File: src/rtl/stq_pkg.sv
package stq_pkg;

  localparam int TimeW  = 48;
  localparam int ActW   = 8;
  localparam int OwnW   = 16;
  localparam int RemW   = 49;
  localparam int MaxOut = 16;
  localparam int NW     = 5;

  typedef enum logic [1:0] {
    OP_ADD    = 2'd0,
    OP_DELETE = 2'd1,
    OP_EXPIRE = 2'd2,
    OP_NONE   = 2'd3
  } op_t;

  typedef enum logic [1:0] {
    ST_OK        = 2'd0,
    ST_FULL      = 2'd1,
    ST_NOT_FOUND = 2'd2,
    ST_NO_EXPIRE = 2'd3
  } status_t;

  typedef struct packed {
    logic [TimeW-1:0] dl;
    logic [ActW-1:0]  act;
    logic [OwnW-1:0]  own;
  } entry_t;

  typedef enum logic [14:0] {
    S_IDLE  = 15'b000000000000001,
    S_A_RD  = 15'b000000000000010,
    S_A_CHK = 15'b000000000000100,
    S_D_RD  = 15'b000000000001000,
    S_D_CHK = 15'b000000000010000,
    S_E_RD  = 15'b000000000100000,
    S_E_CHK = 15'b000000001000000,
    S_E_GO  = 15'b000000010000000,
    S_X_RD  = 15'b000000100000000,
    S_X_CHK = 15'b000001000000000,
    S_WAIT  = 15'b000010000000000,
    S_H_RD  = 15'b000100000000000,
    S_H_CHK = 15'b001000000000000,
    S_F_RD  = 15'b010000000000000,
    S_F_GO  = 15'b100000000000000
  } state_t;

endpackage

File: src/rtl/sorted_timer_queue_unit.sv
// Channel | Direction | Signals                                   | Contents
// s       | in        | s_tvalid s_tready s_tdata s_tuser         | one operation, current time
// m       | out       | m_tvalid m_tready m_tdata m_tuser m_tlast | one or more results
//
// One transaction is taken at a time; s_tready is high only while the unit is idle.
// Add reads each entry with a later deadline and moves it up one place, then writes the
// new entry in its place; a full add only reads the head. Delete reads every stored
// entry and moves those after the first match down one place. Expire scans the due
// prefix, emits each due entry as a result and then moves the remaining entries down.
// Reset (rst, synchronous) empties the queue at once; memory contents are never cleared.
// A stalled m_tready holds the result register and the whole sequence behind it.
module sorted_timer_queue_unit
  import stq_pkg::*;
#(
  parameter int CAPACITY = 16
) (
  input  logic         clk,
  input  logic         rst,
  input  logic         s_tvalid,
  output logic         s_tready,
  // now_ms [47:0], time_value [95:48], callback_tag [103:96], owner_tag [119:104]
  input  logic [119:0] s_tdata,
  // op [1:0]
  input  logic [1:0]   s_tuser,
  output logic         m_tvalid,
  input  logic         m_tready,
  // deadline [47:0], callback_tag_res [55:48], owner_tag_res [71:56],
  // remaining_ms [120:72], zero pad [127:121]
  output logic [127:0] m_tdata,
  // status [1:0]
  output logic [1:0]   m_tuser,
  output logic         m_tlast
);

  localparam int CW = $clog2(CAPACITY + 1);
  localparam int IW = $clog2(CAPACITY);

  state_t state;

  // Latched operation.
  op_t              op_q;
  logic [TimeW-1:0] now_q;
  logic [TimeW-1:0] tv_q;
  logic [ActW-1:0]  act_q;
  logic [OwnW-1:0]  own_q;
  logic [TimeW-1:0] dl_new;

  // Walk state: i indexes the entries, n counts due entries on expire.
  logic [CW-1:0]    count;
  logic [CW-1:0]    i;
  logic [NW-1:0]    n;
  logic             found;
  status_t          st_q;
  logic [RemW-1:0]  rem;

  // Result register.
  status_t          o_status;
  logic [TimeW-1:0] o_dl;
  logic [ActW-1:0]  o_act;
  logic [OwnW-1:0]  o_own;
  logic [RemW-1:0]  o_rem;
  logic             o_last;

  // Memory port.
  logic          wen;
  logic [IW-1:0] waddr;
  entry_t        wdata;
  logic          ren;
  logic [IW-1:0] raddr;
  entry_t        rdata;

  logic [TimeW:0]  sum;
  logic [CW-1:0]   i_dec;
  logic [CW-1:0]   i_sub_n;
  entry_t          new_entry;

  assign sum       = {1'b0, s_tdata[47:0]} + {1'b0, s_tdata[95:48]};
  assign i_dec     = i - CW'(1);
  assign i_sub_n   = i - CW'(n);
  assign new_entry = '{dl: dl_new, act: act_q, own: own_q};

  assign s_tready = (state == S_IDLE);
  assign m_tvalid = (state == S_WAIT);
  assign m_tuser  = o_status;
  assign m_tlast  = o_last;
  assign m_tdata  = {7'd0, o_rem, o_own, o_act, o_dl};

  stq_mem #(
    .DEPTH(CAPACITY),
    .AW   (IW)
  ) u_mem (
    .clk  (clk),
    .wen  (wen),
    .waddr(waddr),
    .wdata(wdata),
    .ren  (ren),
    .raddr(raddr),
    .rdata(rdata)
  );

  // Memory control follows the same conditions as the sequencer below.
  always_comb begin
    wen   = 1'b0;
    waddr = i[IW-1:0];
    wdata = rdata;
    ren   = 1'b0;
    raddr = i[IW-1:0];
    unique case (state)
      S_A_RD: begin
        if (i == '0) begin
          wen   = 1'b1;
          waddr = '0;
          wdata = new_entry;
        end else begin
          ren   = 1'b1;
          raddr = i_dec[IW-1:0];
        end
      end
      S_A_CHK: begin
        // Either move the read entry up one place or drop the new one in.
        wen = 1'b1;
        if (rdata.dl <= dl_new) begin
          wdata = new_entry;
        end
      end
      S_D_RD, S_E_RD, S_H_RD: begin
        ren = (i != count);
      end
      S_D_CHK: begin
        wen   = found;
        waddr = i_dec[IW-1:0];
      end
      S_X_RD: begin
        ren = 1'b1;
      end
      S_H_CHK: begin
        wen   = 1'b1;
        waddr = i_sub_n[IW-1:0];
      end
      S_F_RD: begin
        ren   = 1'b1;
        raddr = '0;
      end
      default: begin
      end
    endcase
  end

  always_ff @(posedge clk) begin
    if (rst) begin
      state <= S_IDLE;
      count <= '0;
    end else begin
      unique case (state)
        S_IDLE: begin
          if (s_tvalid) begin
            op_q  <= op_t'(s_tuser);
            now_q <= s_tdata[47:0];
            tv_q  <= s_tdata[95:48];
            act_q <= s_tdata[103:96];
            own_q <= s_tdata[119:104];
            i     <= '0;
            n     <= '0;
            found <= 1'b0;
            unique case (op_t'(s_tuser))
              OP_ADD: begin
                if (count == CW'(CAPACITY)) begin
                  st_q   <= ST_FULL;
                  dl_new <= '0;
                  state  <= S_F_RD;
                end else begin
                  st_q   <= ST_OK;
                  dl_new <= sum[TimeW] ? {TimeW{1'b1}} : sum[TimeW-1:0];
                  i      <= count;
                  state  <= S_A_RD;
                end
              end
              OP_DELETE: begin
                dl_new <= '0;
                state  <= S_D_RD;
              end
              OP_EXPIRE: state <= S_E_RD;
              default:   state <= S_IDLE;
            endcase
          end
        end
        S_A_RD: begin
          if (i == '0) begin
            count <= count + CW'(1);
            state <= S_F_RD;
          end else begin
            state <= S_A_CHK;
          end
        end
        S_A_CHK: begin
          if (rdata.dl > dl_new) begin
            i     <= i_dec;
            state <= S_A_RD;
          end else begin
            count <= count + CW'(1);
            state <= S_F_RD;
          end
        end
        S_D_RD: begin
          if (i == count) begin
            if (found) begin
              count <= count - CW'(1);
            end
            st_q  <= found ? ST_OK : ST_NOT_FOUND;
            state <= S_F_RD;
          end else begin
            state <= S_D_CHK;
          end
        end
        S_D_CHK: begin
          // Entries after the first match shift down one place.
          if (!found && rdata.dl == tv_q && rdata.own == own_q) begin
            found <= 1'b1;
          end
          i     <= i + CW'(1);
          state <= S_D_RD;
        end
        S_E_RD: begin
          if (i == count) begin
            rem   <= '0;
            state <= S_E_GO;
          end else begin
            state <= S_E_CHK;
          end
        end
        S_E_CHK: begin
          // Due entries form a prefix; the first one left sets the remaining time.
          if (rdata.dl <= now_q && n != NW'(MaxOut)) begin
            n     <= n + NW'(1);
            i     <= i + CW'(1);
            state <= S_E_RD;
          end else begin
            rem   <= {1'b0, rdata.dl} - {1'b0, now_q};
            state <= S_E_GO;
          end
        end
        S_E_GO: begin
          if (n == '0) begin
            o_status <= ST_NO_EXPIRE;
            o_dl     <= '0;
            o_act    <= '0;
            o_own    <= '0;
            o_rem    <= rem;
            o_last   <= 1'b1;
            state    <= S_WAIT;
          end else begin
            i     <= '0;
            state <= S_X_RD;
          end
        end
        S_X_RD: state <= S_X_CHK;
        S_X_CHK: begin
          o_status <= ST_OK;
          o_dl     <= rdata.dl;
          o_act    <= rdata.act;
          o_own    <= rdata.own;
          o_rem    <= rem;
          o_last   <= (i + CW'(1) == CW'(n));
          state    <= S_WAIT;
        end
        S_WAIT: begin
          if (m_tready) begin
            if (op_q == OP_EXPIRE && n != '0) begin
              if (o_last) begin
                i     <= CW'(n);
                state <= S_H_RD;
              end else begin
                i     <= i + CW'(1);
                state <= S_X_RD;
              end
            end else begin
              state <= S_IDLE;
            end
          end
        end
        S_H_RD: begin
          if (i == count) begin
            count <= count - CW'(n);
            state <= S_IDLE;
          end else begin
            state <= S_H_CHK;
          end
        end
        S_H_CHK: begin
          i     <= i + CW'(1);
          state <= S_H_RD;
        end
        S_F_RD: begin
          // Read the head; the result is built once the data returns.
          state <= S_F_GO;
        end
        S_F_GO: begin
          // Single result of add or delete, with the head's remaining time.
          o_status <= st_q;
          o_dl     <= dl_new;
          o_act    <= '0;
          o_own    <= '0;
          o_rem    <= (count != '0) ? ({1'b0, rdata.dl} - {1'b0, now_q}) : '0;
          o_last   <= 1'b1;
          state    <= S_WAIT;
        end
        default: state <= S_IDLE;
      endcase
    end
  end

endmodule

File: src/rtl/stq_mem.sv
module stq_mem
  import stq_pkg::*;
#(
  parameter int DEPTH = 16,
  parameter int AW    = 4
) (
  input  logic          clk,
  input  logic          wen,
  input  logic [AW-1:0] waddr,
  input  entry_t        wdata,
  input  logic          ren,
  input  logic [AW-1:0] raddr,
  output entry_t        rdata
);

  entry_t mem [DEPTH];

  always_ff @(posedge clk) begin
    if (wen) begin
      mem[waddr] <= wdata;
    end
  end

  // Read data holds until the next read is issued.
  always_ff @(posedge clk) begin
    if (ren) begin
      rdata <= mem[raddr];
    end
  end

endmodule

File: config.mk
export PLATFORM = sky130hd
export DESIGN_NAME = sorted_timer_queue_unit
export DESIGN_NICKNAME = d
export VERILOG_FILES = /design/src/rtl/stq_pkg.sv /design/src/rtl/sorted_timer_queue_unit.sv /design/src/rtl/stq_mem.sv
export SDC_FILE = /design/constraint.sdc
export NUM_CORES = 2
export LEC_CHECK = 0
export ABC_CLOCK_PERIOD_IN_PS = 18760
export BUFFER_PORTS_ARGS = -buffer_cell sky130_fd_sc_hd__buf_2
export CAP_MARGIN = 30
export CELL_PAD_IN_SITES_DETAIL_PLACEMENT = 0
export CELL_PAD_IN_SITES_GLOBAL_PLACEMENT = 1
export CORE_UTILIZATION = 53
export CTS_CLUSTER_DIAMETER = 60
export DETAILED_ROUTE_END_ITERATION = 10
export PLACE_DENSITY = 0.78
export SLEW_MARGIN = 20
export SYNTH_ARGS = -nofsm -noshare
export SYNTH_HDL_FRONTEND = slang
export SYNTH_SLANG_ARGS = --single-unit
export TNS_END_PERCENT = 100
File: constraint.sdc
create_clock -name clk -period 18.76 [get_ports clk]
set_input_delay 4.69 -clock clk [delete_from_list [all_inputs] [get_ports clk]]
set_output_delay 4.69 -clock clk [all_outputs]
set_load 0.02 [all_outputs]
==> flow_summary_export.csv <==
group,metric,value,unit
power,vdd_drop_max,0.113,mV
synthesis,synth_top_area_frac,0.695,
sta,fin_setup_tns,0,ns
die,core_area,0.128,mm2
global_routing,grt_pass1_vias,38000,
power,p_leak,26.7,nW
placement,placedCellCount,5868,
power,pwr-share-comb,0.122,
cells_and_area,layout.nets,4664,
worst_setup_path,crit_path_end,"dl_new[30]",
routing,via_count,39200,
synthesis,async_flop_share,0,
synthesis,yosysWarnings,0,
sta,slew_violations,0,
placement,hpwl,116,mm
worst_setup_path,crit_required,19.25,ns
cells_and_area,fin_cells,6183,
job,maxCapViolCount,0,
sta,worstMarginPinSlew,1.05,ns
routing,wl,186,mm
clocking,postCtsSetupBuffers,0,
synthesis,syn_inst,4057,
sta,rsz0062_at_grt,"no",
clocking,cts_tree,"done",
synthesis,yosys-top-cells-count,"edfxtp_1, mux4_2, nand2_1",
die,initial_utilization,0.534,
clocking,cts_buffer_depth,3,
sta,period_share,0.420,
sta,finalHoldViolations,0,
worst_setup_path,r2r_end,"u_mem.rdata[36]",
synthesis,yosys.area.top_type,"edfxtp_1",
power,powerDensity,109,mW/mm2
worst_setup_path,cp_max_fo,37,
synthesis,syn_area_per_cell,16.8,um2
clocking,cts_made_buffers,166,
routing,viasPerCell,6.35,
clocking,cts_root_buffer,"clkbuf_16",
die,rows,131,
die,die_x,361,um
global_routing,grt.met2_usage,0.453,
clocking,holdBufCountCts,0,
synthesis,ys_seq_area_frac,0.701,
synthesis,synth.most_common_cell,"edfxtp_1",
clocking,clk_pin_slew,0.06,ns
synthesis,synth_area,0.0682,mm2
clocking,numClockSinks,1600,
cells_and_area,final_util,0.605,
worst_hold_path,hold_path_class,"register to register",
cells_and_area,area_growth,13.2,%
worst_setup_path,end_kind,"register",
worst_setup_path,timing_worst_setup_path_type,"input port to register",
worst_setup_path,cp.arrival,8.37,ns
routing,first_pass_iters,6,
global_routing,grt_pass1_wl,266,mm
power,sw_frac_of_total,0.246,
worst_setup_path,cp-start-kind,"input port",
routing,drt_iter0_markers,4516,
worst_setup_path,setup.worst_path.start,"s_tdata[0]",
synthesis,synth_area_leaders,"edfxtp_1, mux4_2, ha_1",
sta,setup_viol,0,
sta,fin_crit,7.88,ns
sta,finClkSkew,0.0368,ns
global_routing,grt_remaining_overflow,0,
global_routing,grtUsageMet1,0.402,
global_routing,grt_max_degree,111,
sta,max_freq,127,MHz
global_routing,antenna_found_initial,19,
placement,dpl_cell_area,0.0716,mm2
status,status,"complete, no violations",
routing,wl_per_cell,30.1,um
worst_setup_path,r2r_cells,15,
routing,drc_errors,0,
sta,relSlewSlack,0.296,
worst_setup_path,r2r_slack,12.55,ns
synthesis,synth_cell_types,86,
die,die_area,0.130,mm2
sta,holdWs,0.515,ns
worst_setup_path,reg2reg_from,"i[1]",
clocking,h-tree-depth,4,
die,die_h,361,um
clocking,ctsResizeCount,0,
routing,drtAntennaViolNets,0,
cells_and_area,drive_gt1_frac,0.224,
cells_and_area,final_area,0.0772,mm2
worst_hold_path,min_path_cells,2,
power,internal-power,6.34,mW
power,p_clk_frac,0.397,
global_routing,use_met3,0.0466,
clocking,insertion_delay,0.80,ns
placement,portBuffers,251,
global_routing,top_usage_layer,"met2",
placement,gp_congestion,0.930,
synthesis,synth_edf_count,1580,
die,io_pins,259,
power,p_seq_frac,0.481,
synthesis,ys.flop_type,"edfxtp_1",
synthesis,synth-seq-cells,1600,
power,switchingPower,2.06,mW
global_routing,grtUsageTotal,0.285,
[cells in the final DEF, fill, tap and decap left out, types with 73 or more instances in the layout]
master and count:
edfxtp_1 1580, mux4_2 288, buf_2 259, nand2_1 245, clkbuf_16 170, a21oi_1 169
inv_1 164, o21ai_0 164, ha_1 156, a22oi_1 148, nor2_1 137, a21o_1 84
xor2_1 82, xnor2_1 77, buf_4 73
[metal layers]
layer  wire (um)  vias to the layer above
met5          13                        -
met4        6390                        2
met3       16000                      284
met2       88600                     1980
met1       75200                    20200
li1            -                    16800
[worst min-delay path by stage]
stage | from | slack (ns) | end
after floorplan | rem[48] | 0.50 | o_rem[48]
after global placement | rem[30] | 0.51 | o_rem[30]
after detailed placement | rem[1] | 0.51 | o_rem[1]
after CTS | rem[41] | 0.52 | o_rem[41]
after global routing | rem[41] | 0.54 | o_rem[41]
final | rem[41] | 0.51 | o_rem[41]
[registers in the layout (all words and copies together), names as in the netlist, 2 cells and up]
signal / flops
u_mem.mem: 1152
u_mem.rdata: 72
o_rem: 49
rem: 49
dl_new: 48
now_q: 48
o_dl: 48
tv_q: 48
o_own: 16
own_q: 16
state: 15
act_q: 8
o_act: 8
count: 5
i: 5
n: 5
m_tuser: 2
op_q: 2
st_q: 2
[kinds of logic (layout without fill, tap and decap cells)]
family,after synthesis,after routing,share of synthesized area
AOI/OAI and AO/OA,736,736,0.0699
xor gates and xnor gates,159,159,0.0204
adders and majority gates,160,160,0.0298
buffers and inverters,360,812,0.0236
DFF,1600,1600,0.701
muxes,363,363,0.107
other,1,13,0.0000550
and+or+nand+nor,678,678,0.0476
[layout make-up]
type / instances / area, um2
fillers: 9274 / 50400
flip-flops and latches: 1600 / 47800
multi-input cells: 2103 / 19100
clock buffers: 194 / 4360
repair buffers: 343 / 2080
well taps: 1662 / 2080
clock inverters: 111 / 1200
inverters: 164 / 616
diodes: 6 / 15.0
[through the flow]
step / setup WS [ns] / power [mW]
after floorplan: 4.00 / 4.82
after global placement: 10.18 / 5.12
after detailed placement: 10.13 / 5.13
after CTS: 10.96 / 8.44
after global routing: 10.74 / 8.65
final: 10.88 / 8.41
[power by group through the flow]
| stage | clock, mW | sequential [mW] | combinational [mW] |
|---|---|---|---|
| 3_5_place_dp | 0 | 4.11 | 1.02 |
| 4_1_cts | 3.38 | 4.04 | 1.03 |
| 5_1_grt | 3.51 | 4.04 | 1.11 |
| 6_report | 3.34 | 4.04 | 1.03 |
| 2_1_floorplan | 0 | 4.09 | 0.737 |
| 3_3_place_gp | 0 | 4.11 | 1.00 |
[critical path: stages]
cell       delay, ns
buf_2           0.11
ha_1            0.23
inv_1           0.08
fa_1            0.28
nor2b_1         0.10
o2111ai_1       0.31
a211oi_1        0.11
and4bb_1        0.48
o31ai_2         0.21
a21o_1          0.25
o21a_1          0.21
and4_1          0.23
nor3_4          0.39
buf_4           0.49
a21oi_1         0.15
Note: power is estimated with default switching activity, not from simulation.
